**config.mk**
```make
export PLATFORM = sky130hd
export DESIGN_NAME = kmp_pattern_count_per_line
export DESIGN_NICKNAME = d
export VERILOG_FILES = /design/src/rtl/core/kpc_pkg.sv /design/src/rtl/core/kmp_pattern_count_per_line.sv
export SDC_FILE = /design/constraint.sdc
export NUM_CORES = 2
export LEC_CHECK = 0
export ABC_AREA = 1
export BUFFER_PORTS_ARGS = -buffer_cell sky130_fd_sc_hd__buf_4
export CORE_UTILIZATION = 40
export DETAILED_ROUTE_END_ITERATION = 16
export GPL_ROUTABILITY_DRIVEN = 0
export MAX_ROUTING_LAYER = met4
export PLACE_DENSITY = 0.54
export SETUP_SLACK_MARGIN = 0.02
export SYNTH_ARGS = -nofsm -noshare
export SYNTH_HDL_FRONTEND = slang
export SYNTH_SLANG_ARGS = --single-unit
```
**constraint.sdc**
```tcl
create_clock -name clk -period 10.67 [get_ports clk]
set_clock_uncertainty 0.05 [all_clocks]
set_input_delay 2.134 -clock clk [delete_from_list [all_inputs] [get_ports clk]]
set_output_delay 2.134 -clock clk [all_outputs]
set_load 0.005 [all_outputs]
```
**src/rtl/core/kpc_pkg.sv**
```systemverilog
// ----------------------------------------------------------------------------
// kpc_pkg
// Shared types and constants for the per-line KMP pattern counter.
// ----------------------------------------------------------------------------
`default_nettype none

package kpc_pkg;

    // Request codes on req_type
    typedef enum logic [2:0] {
        REQ_START  = 3'd0,
        REQ_APPEND = 3'd1,
        REQ_TEXT   = 3'd2,
        REQ_EOL    = 3'd3,
        REQ_EOT    = 3'd4
    } req_type_t;

    // Report kinds on report_kind
    localparam logic RPT_LINE  = 1'b0;
    localparam logic RPT_TOTAL = 1'b1;

    localparam int unsigned CHAR_W  = 8;
    localparam int unsigned LINE_W  = 16;
    localparam int unsigned COUNT_W = 24;

    localparam logic [COUNT_W-1:0] COUNT_MAX = {COUNT_W{1'b1}};

    typedef logic [CHAR_W-1:0]  char_t;
    typedef logic [LINE_W-1:0]  line_t;
    typedef logic [COUNT_W-1:0] count_t;

    // Matcher sequencer states
    typedef enum logic [1:0] {
        ST_IDLE,
        ST_CMP,
        ST_FOLLOW
    } kpc_state_t;

endpackage

`default_nettype wire

```
**src/rtl/core/kmp_pattern_count_per_line.sv**
```systemverilog
// ----------------------------------------------------------------------------
// kmp_pattern_count_per_line
// Counts non-overlapping KMP matches of a loaded pattern, per line and total.
//
//   channel | dir | handshake                  | payload
//   --------+-----+----------------------------+----------------------------------
//   request | in  | req_valid / req_ready      | req_type, char_value
//   report  | out | report_valid / report_ready| report_kind, line_number,
//           |     |                            | match_count
//
// Start-pattern, end-of-line, end-of-text and ignored requests finish on accept,
// as do a first pattern byte, a byte past a full pattern and text with no pattern.
// Other append and text requests go to ST_CMP, then to ST_FOLLOW and back to ST_CMP
// once per border fallback step: each step is one read of the pattern memory and
// one of the border memory. Pattern and border memories are not cleared at reset;
// only entries below the pattern length are ever used. A request is taken only
// in the idle state and while the report register is empty or being drained.
// ----------------------------------------------------------------------------
`default_nettype none

module kmp_pattern_count_per_line #(
    parameter int PAT_MAX = 128
) (
    input  wire                   clk,
    input  wire                   rst_n,

    input  wire                   req_valid,
    output logic                  req_ready,
    input  wire  [2:0]            req_type,
    input  kpc_pkg::char_t        char_value,

    output logic                  report_valid,
    input  wire                   report_ready,
    output logic                  report_kind,
    output kpc_pkg::line_t        line_number,
    output kpc_pkg::count_t       match_count
);

    import kpc_pkg::*;

    localparam int IW = (PAT_MAX > 1) ? $clog2(PAT_MAX) : 1;
    localparam int LW = $clog2(PAT_MAX + 1);

    typedef logic [IW-1:0] idx_t;
    typedef logic [LW-1:0] len_t;

    // Memories
    char_t pat_mem [PAT_MAX];
    idx_t  bor_mem [PAT_MAX];

    char_t pat_rd_reg;
    idx_t  bor_rd_reg;

    idx_t  pat_raddr;
    idx_t  bor_raddr;
    logic  pat_we;
    idx_t  pat_waddr;
    char_t pat_wdata;
    logic  bor_we;
    idx_t  bor_waddr;
    idx_t  bor_wdata;

    // Control state
    kpc_state_t state_reg, state_next;
    len_t   length_reg, length_next;
    idx_t   build_reg, build_next;
    idx_t   match_reg, match_next;
    count_t line_cnt_reg, line_cnt_next;
    count_t total_cnt_reg, total_cnt_next;
    line_t  cur_line_reg, cur_line_next;

    // Work context of the current append or text request
    idx_t   k_reg, k_next;
    char_t  char_reg, char_next;
    logic   build_mode_reg, build_mode_next;

    // Report register
    logic   out_valid_reg, out_valid_next;
    logic   out_kind_reg, out_kind_next;
    line_t  out_line_reg, out_line_next;
    count_t out_count_reg, out_count_next;

    logic   accept;
    logic   finish;
    len_t   k_new;

    assign req_ready    = (state_reg == ST_IDLE) && (!out_valid_reg || report_ready);
    assign accept       = req_valid && req_ready;
    assign report_valid = out_valid_reg;
    assign report_kind  = out_kind_reg;
    assign line_number  = out_line_reg;
    assign match_count  = out_count_reg;

    // Memory ports: registered read every cycle, single write
    always_ff @(posedge clk)
    begin
        pat_rd_reg <= pat_mem[pat_raddr];
        bor_rd_reg <= bor_mem[bor_raddr];
        if (pat_we)
        begin
            pat_mem[pat_waddr] <= pat_wdata;
        end
        if (bor_we)
        begin
            bor_mem[bor_waddr] <= bor_wdata;
        end
    end

    // State registers
    always_ff @(posedge clk or negedge rst_n)
    begin
        if (!rst_n)
        begin
            state_reg      <= ST_IDLE;
            length_reg     <= '0;
            build_reg      <= '0;
            match_reg      <= '0;
            line_cnt_reg   <= '0;
            total_cnt_reg  <= '0;
            cur_line_reg   <= line_t'(1);
            out_valid_reg  <= 1'b0;
            build_mode_reg <= 1'b0;
        end
        else
        begin
            state_reg      <= state_next;
            length_reg     <= length_next;
            build_reg      <= build_next;
            match_reg      <= match_next;
            line_cnt_reg   <= line_cnt_next;
            total_cnt_reg  <= total_cnt_next;
            cur_line_reg   <= cur_line_next;
            out_valid_reg  <= out_valid_next;
            build_mode_reg <= build_mode_next;
        end
    end

    // Payload registers
    always_ff @(posedge clk)
    begin
        k_reg         <= k_next;
        char_reg      <= char_next;
        out_kind_reg  <= out_kind_next;
        out_line_reg  <= out_line_next;
        out_count_reg <= out_count_next;
    end

    // Next state and memory control
    always_comb
    begin
        state_next      = state_reg;
        length_next     = length_reg;
        build_next      = build_reg;
        match_next      = match_reg;
        line_cnt_next   = line_cnt_reg;
        total_cnt_next  = total_cnt_reg;
        cur_line_next   = cur_line_reg;
        k_next          = k_reg;
        char_next       = char_reg;
        build_mode_next = build_mode_reg;
        out_valid_next  = out_valid_reg && !report_ready;
        out_kind_next   = out_kind_reg;
        out_line_next   = out_line_reg;
        out_count_next  = out_count_reg;

        pat_raddr = k_reg;
        bor_raddr = k_reg - idx_t'(1);
        pat_we    = 1'b0;
        pat_waddr = length_reg[IW-1:0];
        pat_wdata = char_value;
        bor_we    = 1'b0;
        bor_waddr = length_reg[IW-1:0];
        bor_wdata = '0;
        finish    = 1'b0;
        k_new     = '0;

        case (state_reg)
            ST_IDLE:
            begin
                if (accept)
                begin
                    case (req_type)
                        REQ_START:
                        begin
                            // New search: first byte has an empty border
                            pat_we         = 1'b1;
                            pat_waddr      = '0;
                            bor_we         = 1'b1;
                            bor_waddr      = '0;
                            bor_wdata      = '0;
                            length_next    = len_t'(1);
                            build_next     = '0;
                            match_next     = '0;
                            line_cnt_next  = '0;
                            total_cnt_next = '0;
                            cur_line_next  = line_t'(1);
                        end
                        REQ_APPEND:
                        begin
                            if (length_reg < len_t'(PAT_MAX))
                            begin
                                pat_we = 1'b1;
                                if (length_reg == '0)
                                begin
                                    bor_we      = 1'b1;
                                    bor_wdata   = '0;
                                    length_next = len_t'(1);
                                    build_next  = '0;
                                end
                                else
                                begin
                                    // build_reg < length, so no clash with the write
                                    pat_raddr       = build_reg;
                                    k_next          = build_reg;
                                    char_next       = char_value;
                                    build_mode_next = 1'b1;
                                    state_next      = ST_CMP;
                                end
                            end
                        end
                        REQ_TEXT:
                        begin
                            if (length_reg != '0)
                            begin
                                pat_raddr       = match_reg;
                                k_next          = match_reg;
                                char_next       = char_value;
                                build_mode_next = 1'b0;
                                state_next      = ST_CMP;
                            end
                        end
                        REQ_EOL:
                        begin
                            if (line_cnt_reg != '0)
                            begin
                                out_valid_next = 1'b1;
                                out_kind_next  = RPT_LINE;
                                out_line_next  = cur_line_reg;
                                out_count_next = line_cnt_reg;
                            end
                            line_cnt_next = '0;
                            match_next    = '0;
                            cur_line_next = cur_line_reg + line_t'(1);
                        end
                        REQ_EOT:
                        begin
                            out_valid_next = 1'b1;
                            out_kind_next  = RPT_TOTAL;
                            out_line_next  = '0;
                            out_count_next = total_cnt_reg;
                            match_next     = '0;
                            line_cnt_next  = '0;
                            total_cnt_next = '0;
                            cur_line_next  = line_t'(1);
                        end
                        default:
                        begin
                            // unknown request: ignored
                        end
                    endcase
                end
            end
            ST_CMP:
            begin
                if (pat_rd_reg == char_reg)
                begin
                    finish = 1'b1;
                    k_new  = len_t'(k_reg) + len_t'(1);
                end
                else if (k_reg != '0)
                begin
                    // fall back: fetch border of k-1
                    bor_raddr  = k_reg - idx_t'(1);
                    state_next = ST_FOLLOW;
                end
                else
                begin
                    finish = 1'b1;
                    k_new  = '0;
                end
            end
            ST_FOLLOW:
            begin
                k_next     = bor_rd_reg;
                pat_raddr  = bor_rd_reg;
                state_next = ST_CMP;
            end
            default:
            begin
                state_next = ST_IDLE;
            end
        endcase

        // Wrap up an append or text step
        if (finish)
        begin
            state_next = ST_IDLE;
            if (build_mode_reg)
            begin
                bor_we      = 1'b1;
                bor_wdata   = k_new[IW-1:0];
                build_next  = k_new[IW-1:0];
                length_next = length_reg + len_t'(1);
            end
            else if (k_new >= length_reg)
            begin
                if (line_cnt_reg != COUNT_MAX)
                begin
                    line_cnt_next = line_cnt_reg + count_t'(1);
                end
                if (total_cnt_reg != COUNT_MAX)
                begin
                    total_cnt_next = total_cnt_reg + count_t'(1);
                end
                match_next = '0;
            end
            else
            begin
                match_next = k_new[IW-1:0];
            end
        end
    end

    // Checks
    a_k_in_range: assert property (@(posedge clk) disable iff (!rst_n)
        (state_reg != ST_IDLE) |-> (len_t'(k_reg) < length_reg))
        else $error("match index not below pattern length during walk");

    a_match_in_range: assert property (@(posedge clk) disable iff (!rst_n)
        (match_reg == '0) || (len_t'(match_reg) < length_reg))
        else $error("match position beyond pattern length");

    a_border_in_range: assert property (@(posedge clk) disable iff (!rst_n)
        (build_reg == '0) || (len_t'(build_reg) < length_reg))
        else $error("build border beyond pattern length");

    a_total_ge_line: assert property (@(posedge clk) disable iff (!rst_n)
        total_cnt_reg >= line_cnt_reg)
        else $error("line count exceeds total count");

endmodule

`default_nettype wire
```
# --- Word-level counts from Yosys, hierarchy flattened ---
# Memory sizes are Yosys's and may differ from the RTL's. A register that Yosys moved wholly into a read port is not among the register bits.
# Index checks and enable logic that the tools add are counted.
totals:
  regBits: 146
  ram_bits: 1920
  inputBits: 15
  output_inout_bits: 43
  elab_cells: 158
  mem_count: 2
memory_table:
  columns: ["name", "depth", "word_bits", "rd", "rd_clocked_by_memory_dff", "wr", "line_no", "source"]
  rows:
  - ["pat_mem", 128, 8, 1, 1, 1, "kmp_pattern_count_per_line.sv:48", "char_t pat_mem [PAT_MAX];"]
  - ["bor_mem", 128, 7, 1, 1, 1, "kmp_pattern_count_per_line.sv:49", "idx_t bor_mem [PAT_MAX];"]
op_classes:
  n_addsub: 6
  order_cmp: 2
  n_eq_ne: 20
  n_mux: 93
  reduce_logical: 21
op_table:
  columns: ["operator", "count"]
  rows:
  - ["24-bit 2-to-1 mux", 15]
  - ["7-bit 2-to-1 mux", 21]
  - ["8-bit 2-to-1 mux", 11]
  - ["16-bit case mux with 2 select lines", 2]
  - ["24-bit by 1-bit adder with 24-bit output (second input constant)", 2]
  - ["24-bit != test (second input constant)", 2]
  - ["24-bit case mux with 2 select lines", 1]
  - ["7-bit case mux with 2 select lines", 3]
  - ["8-bit case mux with 2 select lines", 2]
  - ["24-bit nonzero test", 1]
  - ["1-bit 2-to-1 mux", 23]
  - ["16-bit by 1-bit adder with 16-bit output (second input constant)", 1]
  - ["16-bit 2-to-1 mux", 1]
  - ["2-bit 2-to-1 mux", 7]
  - ["4-bit != test (second input constant)", 3]
  - ["1-bit case mux with 2 select lines", 5]
  - ["3-bit != test (second input constant)", 3]
  - ["7-bit by 1-bit adder with 8-bit output (second input constant)", 1]
  - ["8-bit by 1-bit adder with 8-bit output (second input constant)", 1]
  - ["8-bit == test", 1]
  - ["8-bit greater-or-equal comparator", 1]
  - ["8-bit zero test", 1]
  - ["8-bit < comparator (second input constant)", 1]
  - ["2-bit != test (second input constant)", 4]
  - ["23 further kinds", 29]

# --- Longest topological paths before layout ---
logic_depth:
  depth_word: 10
  depth_mapped: 25
  depth_no_buf: 22

# --- Worst setup path after synthesis ---
# Ideal clock, no wire load.
synth_path:
  path_kind: "register to register"
  from: "register k_reg[0]"
  to: "memory bor_mem[0][1] in the netlist's numbering (data pin)"
  setup_time_ps: 1159
  t_arrival_ps: 7050
  required_ps: 9461
  setup_slack_ps: 2411
  path_stages_with_launch: 12
  n_path_buf: 7
  period_less_slack_ps: 8259
  cell_sequence: "dfxtp_1 > buf_2 > inv_1 > buf_2 > buf_2 > buf_2 > buf_1 > ha_1 > clkbuf_1 > clkinv_1 > clkbuf_1 > nor3_1"
synth_via:
  elab_chain_cells: 5
  word_cells_on_any_way: 9
  classes_between: "add/sub: 1; mux: 7; reduce/logical: 1"
synth_rtl:
  columns: ["item", "line_no", "source"]
  rows:
  - ["start, declared", "kmp_pattern_count_per_line.sv:73", "idx_t k_reg, k_next;"]
  - ["start signal, assigned", "kmp_pattern_count_per_line.sv:141", "k_reg <= k_next;"]
  - ["7-bit by 1-bit adder with 8-bit output or 7-bit nonzero test (tied branches)", "kmp_pattern_count_per_line.sv:268, kmp_pattern_count_per_line.sv:270", null]
  - ["8-bit 2-to-1 mux or 1-bit 2-to-1 mux (tied branches)", "kmp_pattern_count_per_line.sv:265, kmp_pattern_count_per_line.sv:270", null]
  - ["8-bit 2-to-1 mux or 1-bit 2-to-1 mux (tied branches)", "kmp_pattern_count_per_line.sv:177, kmp_pattern_count_per_line.sv:265", null]
  - ["7-bit 2-to-1 mux or 1-bit 2-to-1 mux (tied branches)", "kmp_pattern_count_per_line.sv:298, kmp_pattern_count_per_line.sv:177", null]
  - ["7-bit 2-to-1 mux (*)", "kmp_pattern_count_per_line.sv:295", "if (finish)"]
  - ["net bor_wdata[1]", "kmp_pattern_count_per_line.sv:61", "idx_t bor_wdata;"]
  - ["end, declared", "kmp_pattern_count_per_line.sv:49", null]
# The timed path passes the listed nets; every way through them passes the cells marked *.

# --- Worst setup path after layout ---
layout_path:
  from: "input report_ready"
  to: "memory bor_mem[28][3] in the netlist's numbering, enable pin"
layout_via:
  elab_chain_cells: 9
  word_cells_on_any_way: 11
  classes_between: "mux: 8; reduce/logical: 3"
layout_rtl:
  columns: ["item", "line_no", "source"]
  rows:
  - ["start, declared", "kmp_pattern_count_per_line.sv:33", "input wire report_ready,"]
  - ["1-bit logical OR (*)", "kmp_pattern_count_per_line.sv:87", "assign req_ready = (state_reg == ST_IDLE) && (!out_valid_reg || report_ready);"]
  - ["1-bit logical AND (*)", "kmp_pattern_count_per_line.sv:87", null]
  - ["1-bit logical AND (*)", "kmp_pattern_count_per_line.sv:88", "assign accept = req_valid && req_ready;"]
  - ["1-bit 2-to-1 mux", "kmp_pattern_count_per_line.sv:180", "if (accept)"]
  - ["1-bit 2-to-1 mux", "kmp_pattern_count_per_line.sv:177", "case (state_reg)"]
  - ["1-bit 2-to-1 mux", "kmp_pattern_count_per_line.sv:298", "if (build_mode_reg)"]
  - ["1-bit 2-to-1 mux", "kmp_pattern_count_per_line.sv:295", null]
  - ["1-bit 2-to-1 mux", "kmp_pattern_count_per_line.sv:103", "if (bor_we)"]
  - ["1-bit 2-to-1 mux (not written as such)", "kmp_pattern_count_per_line.sv:105", "bor_mem[bor_waddr] <= bor_wdata;"]
# Mark *: on every way between the ends. The rest lies on a longest branch, timed or not.

==> flow_summary.toml <==
[synth]
avgSynthCellArea_um2 = 11.6
yosysUniqueCellTypes = 53
synth_top_area_share_pct = 66.1
synth_common_cells = "edfxtp_1 (1,969), nand3_1 (1,155), nand2_1 (877), inv_1 (682), nor2_1 (645)"
syn_inst = 7728
yosysMostFrequentCell = "edfxtp_1"
synthTopCellsByArea = "edfxtp_1 (66%), nand3_1 (6.5%), nand2_1 (3.7%), o21ai_0 (3.3%), nand3b_1 (3.2%)"
synth-seq-cells = 2081
ys_seq_area_share_pct = 69.2
synth_nets = 7759
synth_top_family_by_area = "simple AND/OR/NAND/NOR gates"
synth-async-reset-ratio_pct = 4.32
synth.cell_area_um2 = 89400
synthMuxAreaShare_pct = 0.0336
synth_edf_count = 1969
yosys.area_share.xor_xnor_pct = 0.284
synthAdderAreaFrac_pct = 0.224
ys_warn_count = 0
synth-compound-area-share_pct = 6.64
synth_top_flop_cell = "edfxtp_1"
synth.largest_area_cell = "edfxtp_1"
synthSimpleGateAreaFrac_pct = 17.9

[die]
start_util_pct = 40.3
die_w_um = 475
dieArea_um2 = 225000
num_rows = 173
coreArea_um2 = 222000
dieHeight_um = 475
ios = 58

[timing]
final_hold_viol_count = 0
drv_slew = 0
max_slew_margin_pct = 11.4
clock.fmax_ghz = 0.161
tns_ns = 0
grt_setup_unrepaired = "false"
period_share_pct = 58.0
setup_viol = 0
post-route-min-period_ns = 6.19
worst-slew-pin-transition_ns = 1.32

[hold_path]
hp-start = "line_cnt_reg[20]"
hold_class = "flip-flop to flip-flop"

[clock_tree]
cts_tree = "yes"
postCtsHoldBufs = 0
insertion_delay_ns = 0.86
cts_max_level = 4
clkSinkCount = 2081
postCtsSetupBuffers = 0
clock_path_buffers = 3
cts_root_buffer = "clkbuf_16"
cts_made_buffers = 217
clk_pin_slew_ns = 0.06
cts-resized-gates = 0

[global_routing]
grt_max_degree = 193
first_global_vias = 57800
antenna_found_initial = 3
track_usage_pct = 23.6
grt-ovfl-total = 0
grt_pass1_wl_um = 386000

[outcome]
outcome = "complete, no violations"

[drt]
wl_per_cell_um = 24.4
drt_iter0_markers = 6101
ant_nets = 0
route.detailed.drc = 0
vias = 59700
wl_um = 262000
drtPass1Iterations = 6
post_drt_via_cell_ratio = 5.57

[worst_setup_path]
critPathLaunchType = "input port"
cp-end-kind = "flip-flop"
worstSetupPathType = "input port to flip-flop"
worstPathMaxFanout = 28
crit-reg2reg-launch = "state_reg[0]"
cpMostUsedCell = "nor2_1"
critPathLaunch = "report_ready"
cp.arrival_ns = 6.62
crit_chain = "buf_4 -> inv_1 -> nand2_1 -> nand2_2 -> nor2_4 -> inv_2 -> nor2_2 -> inv_2 -> nor2_1 -> nor2_1 -> inv_1 -> nor2_1 -> inv_1 -> nor2_1 -> inv_2 -> buf_4 -> nor3_1"
cp_num_buf_inv = 8
slowest_delay_ns = 0.91
cpMaxStageDelayCell = "nor2_1"
required_ns = 11.10
critPathTopFamily = "simple AND/OR/NAND/NOR gates"

[power_and_ir_drop]
p_sw_mw = 12.8
seq_power_share_pct = 31.2
leakagePower_nw = 36.4
combPwrFrac_pct = 43.4
clock_power_share_pct = 25.3
p_int_mw = 16.5
max-vdd-ir-drop_mv = 0.339
power_density_nw_per_um2 = 297
swShare_pct = 43.7

[final_layout]
largest_reg_flops = 1024
instances_no_fill = 10700
area_delta_synth_final_pct = 10.8
reg_top3 = "pat_mem (1024), bor_mem (896)"
fin_nets = 7575
largest_register = "pat_mem"
layout-drive-gt1-share_pct = 7.10

[placed_design]
dp.cells = 10300
portBuffers = 57
dp_hpwl_um = 149000

[job]
max-cap-violations = 0
per-stage QoR:
step	area, um2	util [%]	hold slack, ns	setup slack [ns]	power [mW]
after floorplan	89400	-	0.384	2.41	17.6
after detailed placement	92100	41.4	0.413	3.65	22.0
after global routing	99000	44.6	0.433	4.22	30.8
after global placement	92000	41.4	0.403	3.71	22.0
after CTS	99000	44.6	0.422	4.58	29.4
final	99000	44.6	0.423	4.48	29.4
path summary, 6_finish.rpt:
| kind | endpoint | slack [ns] | cells after the start |
|---|---|---|---|
| min in group asynchronous | build_reg[1] | 1.12 | 1 |
| setup / recovery | bor_mem[28][3] | 4.48 | 17 |
| hold reg to reg | line_cnt_reg[20] | 0.42 | 1 |
| setup reg to reg | bor_mem[28][3] | 5.15 | 15 |
| max in group asynchronous | line_cnt_reg[0] | 8.13 | 2 |
| hold / removal | line_cnt_reg[20] | 0.42 | 1 |
routing by layer:
| metal | vias to the layer above | track usage [%] | wire length [um] |
|---|---|---|---|
| met5 | - | - | 0 |
| met4 | 0 | 7.03 | 7850 |
| met3 | 403 | 3.23 | 16900 |
| met2 | 2183 | 37.0 | 123000 |
| met1 | 29800 | 32.0 | 114000 |
| li1 | 27300 | - | - |
power groups by stage:
stage / Combinational [mW] / Clock, mW / Sequential [mW]
floorplan: 8.35 / 0 / 9.26
global placement: 12.6 / 0 / 9.34
detailed placement: 12.6 / 0 / 9.34
CTS: 12.7 / 7.55 / 9.17
global route: 13.8 / 7.85 / 9.18
finish: 12.8 / 7.45 / 9.17
placed cells by master, fill, tap and decap left out, types with 10 or more instances in the layout:
| cell type | instances |
|---|---|
| a21oi_1 | 70 |
| buf_12 | 10 |
| buf_4 | 127 |
| bufinv_16 | 14 |
| clkbuf_1 | 49 |
| clkbuf_16 | 220 |
| clkinv_1 | 53 |
| clkinv_2 | 44 |
| clkinvlp_4 | 10 |
| dfrtp_1 | 89 |
| dfxtp_1 | 21 |
| edfxtp_1 | 1969 |
| ha_1 | 15 |
| inv_1 | 675 |
| inv_2 | 17 |
| nand2_1 | 876 |
| nand3_1 | 1154 |
| nand3b_1 | 378 |
| nand4_1 | 19 |
| nor2_1 | 636 |
| nor2_4 | 12 |
| nor3_1 | 245 |
| nor4_1 | 13 |
| o211ai_1 | 44 |
| o21ai_0 | 582 |
| o221a_2 | 21 |
| o221ai_1 | 148 |
| o22ai_1 | 85 |
| xor2_1 | 20 |
layout make-up:
type	instances	area, um2
clock inverters	135	1210
clock buffers	273	5740
diodes	1	2.50
fillers	20700	123000
inverters	701	2650
flip-flops and latches	2081	61800
multi-input cells	4395	22600
well taps	2975	3720
repair buffers	148	1260
logic make-up after synthesis:
logic type,after synthesis
compound gates,987
xor+xnor,29
fa+ha+maj,16
buf+inv,1252
flops,2081
mux,3
simple gates,3360
Note: power is estimated with default switching activity, not from simulation.
